===== config.mk =====
export PLATFORM = sky130hd
export DESIGN_NAME = lru_cache
export DESIGN_NICKNAME = d
export VERILOG_FILES = /design/src/sv/lruc_pkg.sv /design/src/sv/lruc_ram.sv /design/src/sv/lruc_ctrl.sv /design/src/sv/lruc_dp.sv /design/src/sv/lru_cache.sv
export SDC_FILE = /design/constraint.sdc
export NUM_CORES = 2
export LEC_CHECK = 0
export BUFFER_PORTS_ARGS = -buffer_cell sky130_fd_sc_hd__buf_2
export CELL_PAD_IN_SITES_DETAIL_PLACEMENT = 1
export CELL_PAD_IN_SITES_GLOBAL_PLACEMENT = 1
export CORE_MARGIN = 2
export CORE_UTILIZATION = 55
export CTS_CLUSTER_DIAMETER = 120
export DETAILED_ROUTE_END_ITERATION = 7
export PLACE_DENSITY_LB_ADDON = 0.1
export RECOVER_POWER = 25
export SLEW_MARGIN = 20
export SYNTH_ARGS = -nofsm -noshare
export SYNTH_HDL_FRONTEND = slang
export SYNTH_SLANG_ARGS = --single-unit
export TNS_END_PERCENT = 30

===== constraint.sdc =====
create_clock -name i_clk -period 20.4 [get_ports i_clk]
set_clock_uncertainty 0.1 [all_clocks]
set_input_delay 4.08 -clock i_clk [delete_from_list [all_inputs] [get_ports i_clk]]
set_output_delay 4.08 -clock i_clk [all_outputs]
set_load 0.005 [all_outputs]

===== src/sv/lruc_pkg.sv =====
// ---------------------------------------------------------------------------
// lruc_pkg
// Shared types and constants of the least-recently-used cache: the command
// and status groups between controller and datapath, and the stream widths.
// ---------------------------------------------------------------------------
`default_nettype none

package lruc_pkg;

    // width of every key and value field on the stream ports
    localparam int FIELD_W    = 32;
    localparam int S_TDATA_W  = 2 * FIELD_W;
    localparam int M_TDATA_W  = 2 * FIELD_W;
    localparam int M_TUSER_W  = 2;

    // bit positions of the flags in the result tuser
    localparam int TUSER_HIT     = 0;
    localparam int TUSER_EVICTED = 1;

    // width of the per-entry use stamp and of the use counter
    localparam int STAMP_W = 32;

    // controller to datapath
    typedef struct packed {
        logic accept;   // capture a new request and clear the scan trackers
        logic rd_en;    // read the entry at the scan address and step it
        logic finish;   // write back the touched entry and load the result
    } t_cmd;

    // datapath to controller
    typedef struct packed {
        logic empty;      // no entry is valid
        logic last_addr;  // scan address is the last valid entry
        logic out_busy;   // result register holds an item not yet taken
    } t_sts;

endpackage

`default_nettype wire


===== src/sv/lruc_ram.sv =====
// ---------------------------------------------------------------------------
// lruc_ram
// Generic single-clock RAM with one write port and one read port; the read
// data is registered.
// ---------------------------------------------------------------------------
`default_nettype none

module lruc_ram #(
    parameter int WIDTH  = 8,
    parameter int DEPTH  = 16,
    parameter int ADDR_W = (DEPTH > 1) ? $clog2(DEPTH) : 1
) (
    input  wire logic              i_clk,
    input  wire logic              i_wr_en,
    input  wire logic [ADDR_W-1:0] i_wr_addr,
    input  wire logic [WIDTH-1:0]  i_wr_data,
    input  wire logic              i_rd_en,
    input  wire logic [ADDR_W-1:0] i_rd_addr,
    output logic      [WIDTH-1:0]  o_rd_data
);

    logic [WIDTH-1:0] r_mem [DEPTH];

    // write port
    always_ff @(posedge i_clk) begin
        if (i_wr_en) begin
            r_mem[i_wr_addr] <= i_wr_data;
        end
    end

    // registered read port
    always_ff @(posedge i_clk) begin
        if (i_rd_en) begin
            o_rd_data <= r_mem[i_rd_addr];
        end
    end

endmodule

`default_nettype wire


===== src/sv/lruc_ctrl.sv =====
// ---------------------------------------------------------------------------
// lruc_ctrl
// Request sequencer: takes an item, scans the valid entries if there are any
// and compares the last read, then writes back and hands over the result.
// ---------------------------------------------------------------------------
`default_nettype none

module lruc_ctrl (
    input  wire logic          i_clk,
    input  wire logic          i_rst_n,
    input  wire logic          i_s_axis_tvalid,
    output logic               o_s_axis_tready,
    input  wire lruc_pkg::t_sts i_sts,
    output lruc_pkg::t_cmd     o_cmd
);

    import lruc_pkg::*;

    localparam logic [1:0] ST_IDLE  = 2'd0;
    localparam logic [1:0] ST_SCAN  = 2'd1;
    localparam logic [1:0] ST_DRAIN = 2'd2;
    localparam logic [1:0] ST_FIN   = 2'd3;

    logic [1:0] r_state;
    logic [1:0] n_state;

    // next state and commands
    always_comb begin
        n_state         = r_state;
        o_s_axis_tready = 1'b0;
        o_cmd           = '0;
        case (r_state)
            ST_IDLE: begin
                o_s_axis_tready = 1'b1;
                if (i_s_axis_tvalid) begin
                    o_cmd.accept = 1'b1;
                    n_state      = i_sts.empty ? ST_FIN : ST_SCAN;
                end
            end
            ST_SCAN: begin
                o_cmd.rd_en = 1'b1;
                if (i_sts.last_addr) begin
                    n_state = ST_DRAIN;
                end
            end
            ST_DRAIN: begin
                // last read data is compared in this cycle
                n_state = ST_FIN;
            end
            ST_FIN: begin
                if (!i_sts.out_busy) begin
                    o_cmd.finish = 1'b1;
                    n_state      = ST_IDLE;
                end
            end
            default: begin
                n_state = ST_IDLE;
            end
        endcase
    end

    // state register
    always_ff @(posedge i_clk) begin
        if (!i_rst_n) begin
            r_state <= ST_IDLE;
        end else begin
            r_state <= n_state;
        end
    end

endmodule

`default_nettype wire


===== src/sv/lruc_dp.sv =====
// ---------------------------------------------------------------------------
// lruc_dp
// Cache datapath: entry RAM, scan address, key match and oldest-entry
// trackers, occupancy and use counters, and the result register.
// ---------------------------------------------------------------------------
`default_nettype none

module lruc_dp #(
    parameter int ENTRIES    = 16,
    parameter int KEY_BITS   = 32,
    parameter int VALUE_BITS = 32
) (
    input  wire logic                               i_clk,
    input  wire logic                               i_rst_n,
    input  wire lruc_pkg::t_cmd                     i_cmd,
    output lruc_pkg::t_sts                          o_sts,
    input  wire logic [lruc_pkg::S_TDATA_W-1:0]     i_s_axis_tdata,
    output logic                                    o_m_axis_tvalid,
    input  wire logic                               i_m_axis_tready,
    output logic      [lruc_pkg::M_TDATA_W-1:0]     o_m_axis_tdata,
    output logic      [lruc_pkg::M_TUSER_W-1:0]     o_m_axis_tuser
);

    import lruc_pkg::*;

    localparam int IDX_W   = (ENTRIES > 1) ? $clog2(ENTRIES) : 1;
    localparam int OCC_W   = $clog2(ENTRIES + 1);
    localparam int ENTRY_W = KEY_BITS + VALUE_BITS + STAMP_W;

    // request
    logic [KEY_BITS-1:0]   r_key;
    logic [VALUE_BITS-1:0] r_fill;

    // counters
    logic [OCC_W-1:0]   r_occ;
    logic [STAMP_W-1:0] r_use_cnt;

    // scan
    logic [IDX_W-1:0] r_addr;
    logic [IDX_W-1:0] r_rd_idx;
    logic             r_rd_vld;

    // trackers
    logic                  r_found;
    logic [IDX_W-1:0]      r_found_idx;
    logic [VALUE_BITS-1:0] r_found_val;
    logic                  r_vic_vld;
    logic [IDX_W-1:0]      r_vic_idx;
    logic [KEY_BITS-1:0]   r_vic_key;
    logic [STAMP_W-1:0]    r_oldest;

    // result register
    logic               r_out_vld;
    logic [FIELD_W-1:0] r_out_value;
    logic [FIELD_W-1:0] r_out_ev_key;
    logic               r_out_hit;
    logic               r_out_evicted;

    // ram ports
    logic [ENTRY_W-1:0]    w_rd_data;
    logic [KEY_BITS-1:0]   w_rd_key;
    logic [VALUE_BITS-1:0] w_rd_val;
    logic [STAMP_W-1:0]    w_rd_stamp;
    logic [STAMP_W-1:0]    w_age;
    logic                  w_full;
    logic                  w_wr_en;
    logic [IDX_W-1:0]      w_wr_addr;
    logic [ENTRY_W-1:0]    w_wr_data;
    logic [VALUE_BITS-1:0] w_wr_val;

    // entry layout: key, value, last-use stamp from the top bit down
    assign w_rd_key   = w_rd_data[ENTRY_W-1 -: KEY_BITS];
    assign w_rd_val   = w_rd_data[STAMP_W +: VALUE_BITS];
    assign w_rd_stamp = w_rd_data[STAMP_W-1:0];
    assign w_age      = r_use_cnt - w_rd_stamp;

    // entries fill from index 0 and are never freed, so valid is below r_occ
    assign w_full = (r_occ == OCC_W'(ENTRIES));

    // write back: refresh the hit entry, or fill the free slot or the victim
    assign w_wr_en   = i_cmd.finish;
    assign w_wr_val  = r_found ? r_found_val : r_fill;
    assign w_wr_data = {r_key, w_wr_val, r_use_cnt};
    always_comb begin
        if (r_found) begin
            w_wr_addr = r_found_idx;
        end else if (!w_full) begin
            w_wr_addr = IDX_W'(r_occ);
        end else begin
            w_wr_addr = r_vic_idx;
        end
    end

    lruc_ram #(
        .WIDTH (ENTRY_W),
        .DEPTH (ENTRIES)
    ) u_ram (
        .i_clk     (i_clk),
        .i_wr_en   (w_wr_en),
        .i_wr_addr (w_wr_addr),
        .i_wr_data (w_wr_data),
        .i_rd_en   (i_cmd.rd_en),
        .i_rd_addr (r_addr),
        .o_rd_data (w_rd_data)
    );

    // status to the controller
    assign o_sts.empty     = (r_occ == '0);
    assign o_sts.last_addr = ((OCC_W'(r_addr) + OCC_W'(1)) == r_occ);
    assign o_sts.out_busy  = r_out_vld && !i_m_axis_tready;

    // request capture
    always_ff @(posedge i_clk) begin
        if (i_cmd.accept) begin
            r_key  <= KEY_BITS'(i_s_axis_tdata[FIELD_W-1:0]);
            r_fill <= VALUE_BITS'(i_s_axis_tdata[2*FIELD_W-1:FIELD_W]);
        end
    end

    // scan address and read-data valid
    always_ff @(posedge i_clk) begin
        if (!i_rst_n) begin
            r_addr   <= '0;
            r_rd_vld <= 1'b0;
        end else begin
            r_rd_vld <= i_cmd.rd_en;
            if (i_cmd.accept) begin
                r_addr <= '0;
            end else if (i_cmd.rd_en) begin
                r_addr <= r_addr + IDX_W'(1);
            end
        end
    end

    always_ff @(posedge i_clk) begin
        if (i_cmd.rd_en) begin
            r_rd_idx <= r_addr;
        end
    end

    // key match and oldest-entry tracking, lowest index wins ties
    always_ff @(posedge i_clk) begin
        if (!i_rst_n) begin
            r_found   <= 1'b0;
            r_vic_vld <= 1'b0;
        end else if (i_cmd.accept) begin
            r_found   <= 1'b0;
            r_vic_vld <= 1'b0;
        end else if (r_rd_vld) begin
            if (!r_found && (w_rd_key == r_key)) begin
                r_found <= 1'b1;
            end
            if (!r_vic_vld || (w_age > r_oldest)) begin
                r_vic_vld <= 1'b1;
            end
        end
    end

    always_ff @(posedge i_clk) begin
        if (r_rd_vld) begin
            if (!r_found && (w_rd_key == r_key)) begin
                r_found_idx <= r_rd_idx;
                r_found_val <= w_rd_val;
            end
            if (!r_vic_vld || (w_age > r_oldest)) begin
                r_vic_idx <= r_rd_idx;
                r_vic_key <= w_rd_key;
                r_oldest  <= w_age;
            end
        end
    end

    // occupancy and use counter
    always_ff @(posedge i_clk) begin
        if (!i_rst_n) begin
            r_occ     <= '0;
            r_use_cnt <= '0;
        end else if (i_cmd.finish) begin
            r_use_cnt <= r_use_cnt + STAMP_W'(1);
            if (!r_found && !w_full) begin
                r_occ <= r_occ + OCC_W'(1);
            end
        end
    end

    // result register
    always_ff @(posedge i_clk) begin
        if (!i_rst_n) begin
            r_out_vld <= 1'b0;
        end else if (i_cmd.finish) begin
            r_out_vld <= 1'b1;
        end else if (i_m_axis_tready) begin
            r_out_vld <= 1'b0;
        end
    end

    always_ff @(posedge i_clk) begin
        if (i_cmd.finish) begin
            r_out_value   <= FIELD_W'(w_wr_val);
            r_out_hit     <= r_found;
            r_out_evicted <= !r_found && w_full;
            r_out_ev_key  <= (!r_found && w_full) ? FIELD_W'(r_vic_key) : '0;
        end
    end

    assign o_m_axis_tvalid                = r_out_vld;
    assign o_m_axis_tdata                 = {r_out_ev_key, r_out_value};
    assign o_m_axis_tuser[TUSER_HIT]      = r_out_hit;
    assign o_m_axis_tuser[TUSER_EVICTED]  = r_out_evicted;

`ifndef SYNTHESIS
    // occupancy never passes the table size
    a_occ_range: assert property (@(posedge i_clk) disable iff (!i_rst_n)
        r_occ <= OCC_W'(ENTRIES))
        else $error("occupancy above table size");

    // an eviction only happens on a miss into a full table
    a_evict_full: assert property (@(posedge i_clk) disable iff (!i_rst_n)
        (i_cmd.finish && !w_full) |=> !r_out_evicted)
        else $error("eviction with a free slot");

    // a result is never both a hit and an eviction
    a_hit_xor_evict: assert property (@(posedge i_clk) disable iff (!i_rst_n)
        r_out_vld |-> !(r_out_hit && r_out_evicted))
        else $error("hit and eviction together");

    // the use counter moves only when a request completes
    a_use_cnt: assert property (@(posedge i_clk) disable iff (!i_rst_n)
        !i_cmd.finish |=> $stable(r_use_cnt))
        else $error("use counter moved without a request");

    // no write-back while the scan still reads
    a_no_overlap: assert property (@(posedge i_clk) disable iff (!i_rst_n)
        !(i_cmd.finish && (i_cmd.rd_en || r_rd_vld)))
        else $error("write-back during scan");
`endif

endmodule

`default_nettype wire


===== src/sv/lru_cache.sv =====
// ---------------------------------------------------------------------------
// lru_cache
// Fully associative least-recently-used cache. Each request carries a key
// and its backing-store value; a hit returns the cached value, a miss
// returns the fill value and inserts the key, evicting the oldest entry
// when the table is full.
//
//   channel   dir  signals                 contents (lowest bit up)
//   s_axis    in   tvalid tready tdata     tdata: key[31:0], fill_value[63:32]
//   m_axis    out  tvalid tready tdata     tdata: value[31:0], evicted_key[63:32]
//                  tuser                   tuser: hit[0], evicted[1]
//
// an item is accepted, then each valid entry is read from the entry RAM in
// turn, the last read is compared and the entry is written back; the single
// RAM read port sets the scan length
// an empty table skips the scan and the compare
// a new item is accepted while the previous result still waits downstream;
// write-back waits until the result register is free
// synchronous active-low reset empties the table and clears the use counter;
// no clearing pass is needed
// ---------------------------------------------------------------------------
`default_nettype none

module lru_cache #(
    parameter int ENTRIES    = 16,
    parameter int KEY_BITS   = 32,
    parameter int VALUE_BITS = 32
) (
    input  wire logic                           i_clk,
    input  wire logic                           i_rst_n,
    input  wire logic                           i_s_axis_tvalid,
    output logic                                o_s_axis_tready,
    // key, fill_value
    input  wire logic [lruc_pkg::S_TDATA_W-1:0] i_s_axis_tdata,
    output logic                                o_m_axis_tvalid,
    input  wire logic                           i_m_axis_tready,
    // value, evicted_key
    output logic      [lruc_pkg::M_TDATA_W-1:0] o_m_axis_tdata,
    // hit, evicted
    output logic      [lruc_pkg::M_TUSER_W-1:0] o_m_axis_tuser
);

    import lruc_pkg::*;

    t_cmd w_cmd;
    t_sts w_sts;

    // request sequencer
    lruc_ctrl u_ctrl (
        .i_clk           (i_clk),
        .i_rst_n         (i_rst_n),
        .i_s_axis_tvalid (i_s_axis_tvalid),
        .o_s_axis_tready (o_s_axis_tready),
        .i_sts           (w_sts),
        .o_cmd           (w_cmd)
    );

    // entry storage, compare and result
    lruc_dp #(
        .ENTRIES    (ENTRIES),
        .KEY_BITS   (KEY_BITS),
        .VALUE_BITS (VALUE_BITS)
    ) u_dp (
        .i_clk           (i_clk),
        .i_rst_n         (i_rst_n),
        .i_cmd           (w_cmd),
        .o_sts           (w_sts),
        .i_s_axis_tdata  (i_s_axis_tdata),
        .o_m_axis_tvalid (o_m_axis_tvalid),
        .i_m_axis_tready (i_m_axis_tready),
        .o_m_axis_tdata  (o_m_axis_tdata),
        .o_m_axis_tuser  (o_m_axis_tuser)
    );

endmodule

`default_nettype wire

After elaboration in Yosys (flattened, before gate mapping)
Memory sizes are Yosys's and may differ from the RTL's. A register that Yosys moved wholly into a read port is not among the register bits.
Cells that the tools add are included.
{"block": "classes", "addsub": 5, "n_mul": 0, "div_mod_pow": 0, "n_lt_le_gt_ge": 1, "eq_ne": 9, "shift": 0, "mux": 18, "n_bitwise": 1, "reduce_logical": 17}
{"op": "32-bit by 1-bit adder with 32-bit output (second input constant)", "n": 1}
{"op": "32-bit equality test", "n": 1}
{"op": "32-bit > comparator", "n": 1}
{"op": "32-bit 2-to-1 mux", "n": 1}
{"op": "32-bit subtractor", "n": 1}
{"op": "1-bit 2-to-1 mux", "n": 10}
{"op": "2-bit 2-to-1 mux", "n": 4}
{"op": "4-bit 2-to-1 mux", "n": 2}
{"op": "2-bit case mux with 4 select lines", "n": 1}
{"op": "2-bit AND reduction", "n": 3}
{"op": "4-bit by 1-bit adder with 5-bit output (second input constant)", "n": 1}
{"op": "5-bit by 1-bit adder with 5-bit output (second input constant)", "n": 1}
{"op": "5-bit equality test", "n": 1}
{"op": "5-bit equality test (second input constant)", "n": 1}
{"op": "5-bit zero test", "n": 1}
{"op": "4-bit by 1-bit adder with 4-bit output (second input constant)", "n": 1}
{"op": "2-bit equality test (second input constant)", "n": 2}
{"op": "1-bit logical AND", "n": 4}
{"op": "1-bit zero test", "n": 4}
{"op": "2-bit inequality test (second input constant)", "n": 2}
{"op": "3-bit AND reduction", "n": 1}
{"op": "2-bit by 1-bit equality test with 1-bit output (second input constant)", "n": 1}
{"op": "2-bit zero test", "n": 1}
{"op": "2-bit by 1-bit inequality test with 1-bit output (second input constant)", "n": 1}
{"op": "4 further kinds", "n": 4}
{"block": "totals", "reg_bits": 285, "latch_bits": 0, "ram_bits": 1536, "romBits": 0, "input_bits": 68, "output_inout_bits": 68, "word_cells": 72, "memories": 1}
{"name": "u_dp.u_ram.r_mem", "depth": 16, "width": 96, "read_ports": 1, "rd_clocked_by_memory_dff": 1, "wr": 1, "line": "lruc_ram.sv:22", "rtl": "logic [WIDTH-1:0] r_mem [DEPTH];"}

Depth between registers and ports, before layout
{"block": "logic_depth", "word_depth": 6, "ltp_mapped": 16, "mapped_depth_nobuf": 16}

Hierarchy
Synthesis repeated with hierarchy kept, for this count alone.
{"block": "hier_totals", "hier_cells": 3484, "hier_area_um2": 73630.6}
{"mod": "lruc_ram", "instances": 1, "cells_per_inst": 2460, "area_per_inst_um2": 60316.6, "seq_area_each_um2": 49007.0}
{"mod": "lruc_dp", "instances": 1, "cells_per_inst": 1003, "area_per_inst_um2": 13128.8, "seq_area_each_um2": 8047.7}
{"mod": "lruc_ctrl", "instances": 1, "cells_per_inst": 21, "area_per_inst_um2": 185.2, "seq_area_each_um2": 40.0}

Worst setup path after synthesis
No wires, ideal clock.
{"block": "synth_path", "path_type": "input -> register", "startpoint": "input port i_m_axis_tready", "endpoint": "memory u_dp.u_ram.r_mem[15][0] (netlist name), enable pin", "setup_time_ns": 0.551, "arrival_ns": 10.235, "t_required_ns": 19.749, "path_slack_ns": 9.514, "path_stages": 5, "n_path_buf": 0, "cell_sequence": "nand2b_1 > nand2_1 > inv_1 > nand3_1 > nor2_1"}
{"item": "start, declared", "line": "lru_cache.sv:36", "rtl": "input wire logic i_m_axis_tready,"}
{"item": "end, declared", "line": "lruc_ram.sv:22"}

==> run_results.csv <==
group,metric,value,unit
status,status,"finished with violations",
status,violations,"max-capacitance violations, max-slew violations",
critical_path,rr_worst_depth,17,
place,place_hpwl,96.28,mm
critical_path,start_kind,"input port",
clock_tree,clock-sinks,1917,
clock_tree,cts_hold_buffers,0,
power_and_ir_drop,p_comb_share,12.6,%
synth,ys_ff_latch,1917,
critical_path,crit_type,"input port to flop",
critical_path,cp_common_cell,"buf_4",
synth,synth_top_area_share,76.27,%
floorplanning,chipHeight,369.9,microns
critical_path,critPathMaxStageDelay,0.79,ns
synth,ys_types,69,
clock_tree,post_cts_buffers,0,
min_path,min_path_type,"flop to flop",
synth,synth-edff-count,1870,
synth,netlist_top_cells_count,"1,870 x edfxtp_1, 480 x mux4_2, 78 x inv_1",
critical_path,cp_data_required_time,20.73,ns
min_path,hold_depth,0,
clock_tree,cts-root-buf,"clkbuf_16",
critical_path,critPathMaxFanout,45,
route,viasPerCell,6.297,
place,place_congestion,0.8040,
sta,setup_violations,0,
power_and_ir_drop,p_int,7.030,mW
grt,grt_antenna_before_repair,10,
min_path,whs_endpoint,"u_dp.r_found_val[23]",
synth,yosysSeqAreaShare,77.54,%
power_and_ir_drop,power.density,112.4,nW/um^2
layout,final_core_util,61.87,%
grt,grt_usage,25.77,%
power_and_ir_drop,seq_power_share,51.9,%
critical_path,rr_startpoint,"u_dp.r_use_cnt[0]",
critical_path,crit_path_end_kind,"flop",
sta,rsz0062_at_grt,"no",
grt,grt_max_degree,141,
floorplanning,start_util,55.31,%
clock_tree,clk_transition_reported_paths,0.06,ns
place,port_buffers,135,
grt,overflow,0,
clock_tree,tritoncts,"built",
critical_path,critPathTopFamily,"buffers and inverters",
power_and_ir_drop,power_leakage,25.94,nW
synth,synth_area_leaders,"edfxtp_1 76%, mux4_2 15%, dfxtp_1 1.3%, ha_1 1.2%, xnor2_1 0.75%",
layout,final_nets,3653,
route,ant_nets,0,
floorplanning,die_area,136800,sq um
critical_path,slowest_stage,"buf_4",
grt,grt_pass1_vias,36790,
sta,finalCriticalPeriod,7.410,ns
min_path,hold_path.startpoint,"u_dp.u_ram.o_rd_data[55]",
critical_path,path_buf_inv,4,
sta,slew_headroom,-8.936,%
synth,yosysMostFrequentCell,"edfxtp_1",
clock_tree,cts_resized,0,
place,dpl_worst_slack,12.12,ns
clock_tree,htree_levels,4,
synth,synth_ff_type,"edfxtp_1",
sta,worst_slew_pin_slew,1.632,ns
synth,synth_cells,3265,
layout,final_cells,5429,
route,post-route-drc-count,0,
synth,syn_area,73630,sq um
synth,syn-num-nets,3405,
floorplanning,die_w,369.9,microns
synth,postSynthAreaPerCell,22.55,sq um
flow_run,maxCapViolations,1,
route,routed_wl,171.9,mm
route,detail_route.wl_per_cell,31.67,microns
sta,hold_viol_final,0,
floorplanning,pin_count,136,
critical_path,r2r_slack,13.82,ns
synth,yosysWarningCount,0,
power_and_ir_drop,switchingPower,2.229,mW
sta,drv_slew,22,
floorplanning,core,133100,sq um
route,firstDrtPassIters,5,
critical_path,timing.rr.end,"u_dp.r_vic_key[20]",
sta,postLayoutSetupSlackWorst,12.99,ns
clock_tree,insertion_delay,0.81,ns
route,drt_iter0_drc,3246,
clock_tree,clk_path_buf_depth,3,
grt,grt_pass1_wl,253.7,mm
power_and_ir_drop,sw_frac_of_total,24.08,%
clock_tree,cts_buffers,187,
sta,max_clock_freq,0.1349,GHz
floorplanning,rows,134,
synth,synth_top_cell_by_area,"edfxtp_1",
layout,layout-drive-gt1-share,27.10,%
power_and_ir_drop,pwr-share-clk,35.5,%
route,vias,34190,
sta,fin_crit_sh,36.33,%
power_and_ir_drop,ir_drop,0.1025,mV
critical_path,arrival,7.74,ns
layout,syn_to_final_growth,11.87,%
critical_path,path_cells,"buf_2 > nand2b_1 > nand2_1 > inv_4 > nand3_1 > nor2_4 > buf_4 > buf_4",
sta,tns,0,ns
synth,synth-async-reset-ratio,0,%
place,dp_cells,5089,
-- worst max path at each step --
stage / from / end / cells past startpoint
floorplan: i_m_axis_tready / u_dp.u_ram.r_mem[15][0] / 5
global placement: i_m_axis_tready / u_dp.u_ram.r_mem[15][47] / 8
detailed placement: i_m_axis_tready / u_dp.u_ram.r_mem[15][53] / 8
CTS: i_m_axis_tready / u_dp.u_ram.r_mem[15][61] / 8
global route: i_m_axis_tready / u_dp.u_ram.r_mem[15][47] / 8
finish: i_m_axis_tready / u_dp.u_ram.r_mem[15][57] / 8
-- layer usage --
layer	track usage [%]	vias up	wire, microns
met3	4.059	262	10710
met2	41.49	1237	85190
li1	-	14120	-
met1	37.05	18560	71690
met4	7.638	6	4294
met5	0	-	34
-- placed cells by master, fill, tap and decap left out, types with 26 or more instances in the layout --
cell,netlist,final
xnor2_1,63,63
edfxtp_1,1870,1870
and2_1,69,68
xor2_1,36,36
a21oi_1,42,41
clkinv_2,0,29
ha_1,71,70
nand4_1,26,26
nand2_1,47,47
mux4_2,480,480
nor2_1,48,32
buf_4,3,53
clkinv_1,0,41
buf_2,50,135
inv_1,78,77
clkbuf_16,0,192
dfxtp_1,47,43
clkbuf_1,64,51
mux2_2,33,33
o21ai_0,27,27
-- layout make-up --
type	instances	area, sq um
clock buffers	243	5006
inverters	78	295.3
fillers	10760	50760
flip-flops and latches	1917	57110
repair buffers	195	1196
clock inverters	93	760.7
diodes	1	2.502
well taps	1768	2212
multi-input cells	1134	15790
-- logic make-up after synthesis --
family	after synthesis	synth area share (%)
AO/OA/AOI/OAI	149	1.322
multiplexers	518	15.26
flip-flops	1917	77.54
adder cells (fa/ha/maj)	72	1.234
buffers and inverters	214	1.232
AND/OR/NAND/NOR	296	2.235
XOR/XNOR	99	1.178
-- power groups by stage --
| stage | clock, mW | sequential [mW] | combinational, mW |
|---|---|---|---|
| 2_1_floorplan | 0 | 4.81 | 0.832 |
| 3_3_place_gp | 0 | 4.87 | 1.13 |
| 3_5_place_dp | 0 | 4.88 | 1.17 |
| 4_1_cts | 3.35 | 4.80 | 1.18 |
| 5_1_grt | 3.48 | 4.82 | 1.26 |
| 6_report | 3.29 | 4.80 | 1.17 |
-- state kept, by name, summed over array words and instances, names as in the netlist, 2 cells and up --
name and count:
u_ctrl.r_state 2, u_dp.u_ram.o_rd_data 96, u_dp.r_vic_key 32, u_dp.r_oldest 32
u_dp.r_found_idx 4, u_dp.r_key 32, u_dp.r_found_val 32, u_dp.r_fill 32
u_dp.r_addr 4, u_dp.r_occ 5, u_dp.r_out_ev_key 32, u_dp.r_out_value 32
u_dp.r_vic_idx 4, u_dp.u_ram.r_mem 1536, u_dp.r_use_cnt 32, u_dp.r_rd_idx 4
-- through the flow --
step	power [mW]	hold WS [ns]	area (sq um)
finish	9.260	0.3197	82370
global route	9.565	0.3266	82360
detailed placement	6.057	0.3063	76530
floorplan	5.646	0.3003	73630
global placement	5.996	0.3009	76530
CTS	9.337	0.3205	82300
Note: power is estimated with default switching activity, not from simulation.
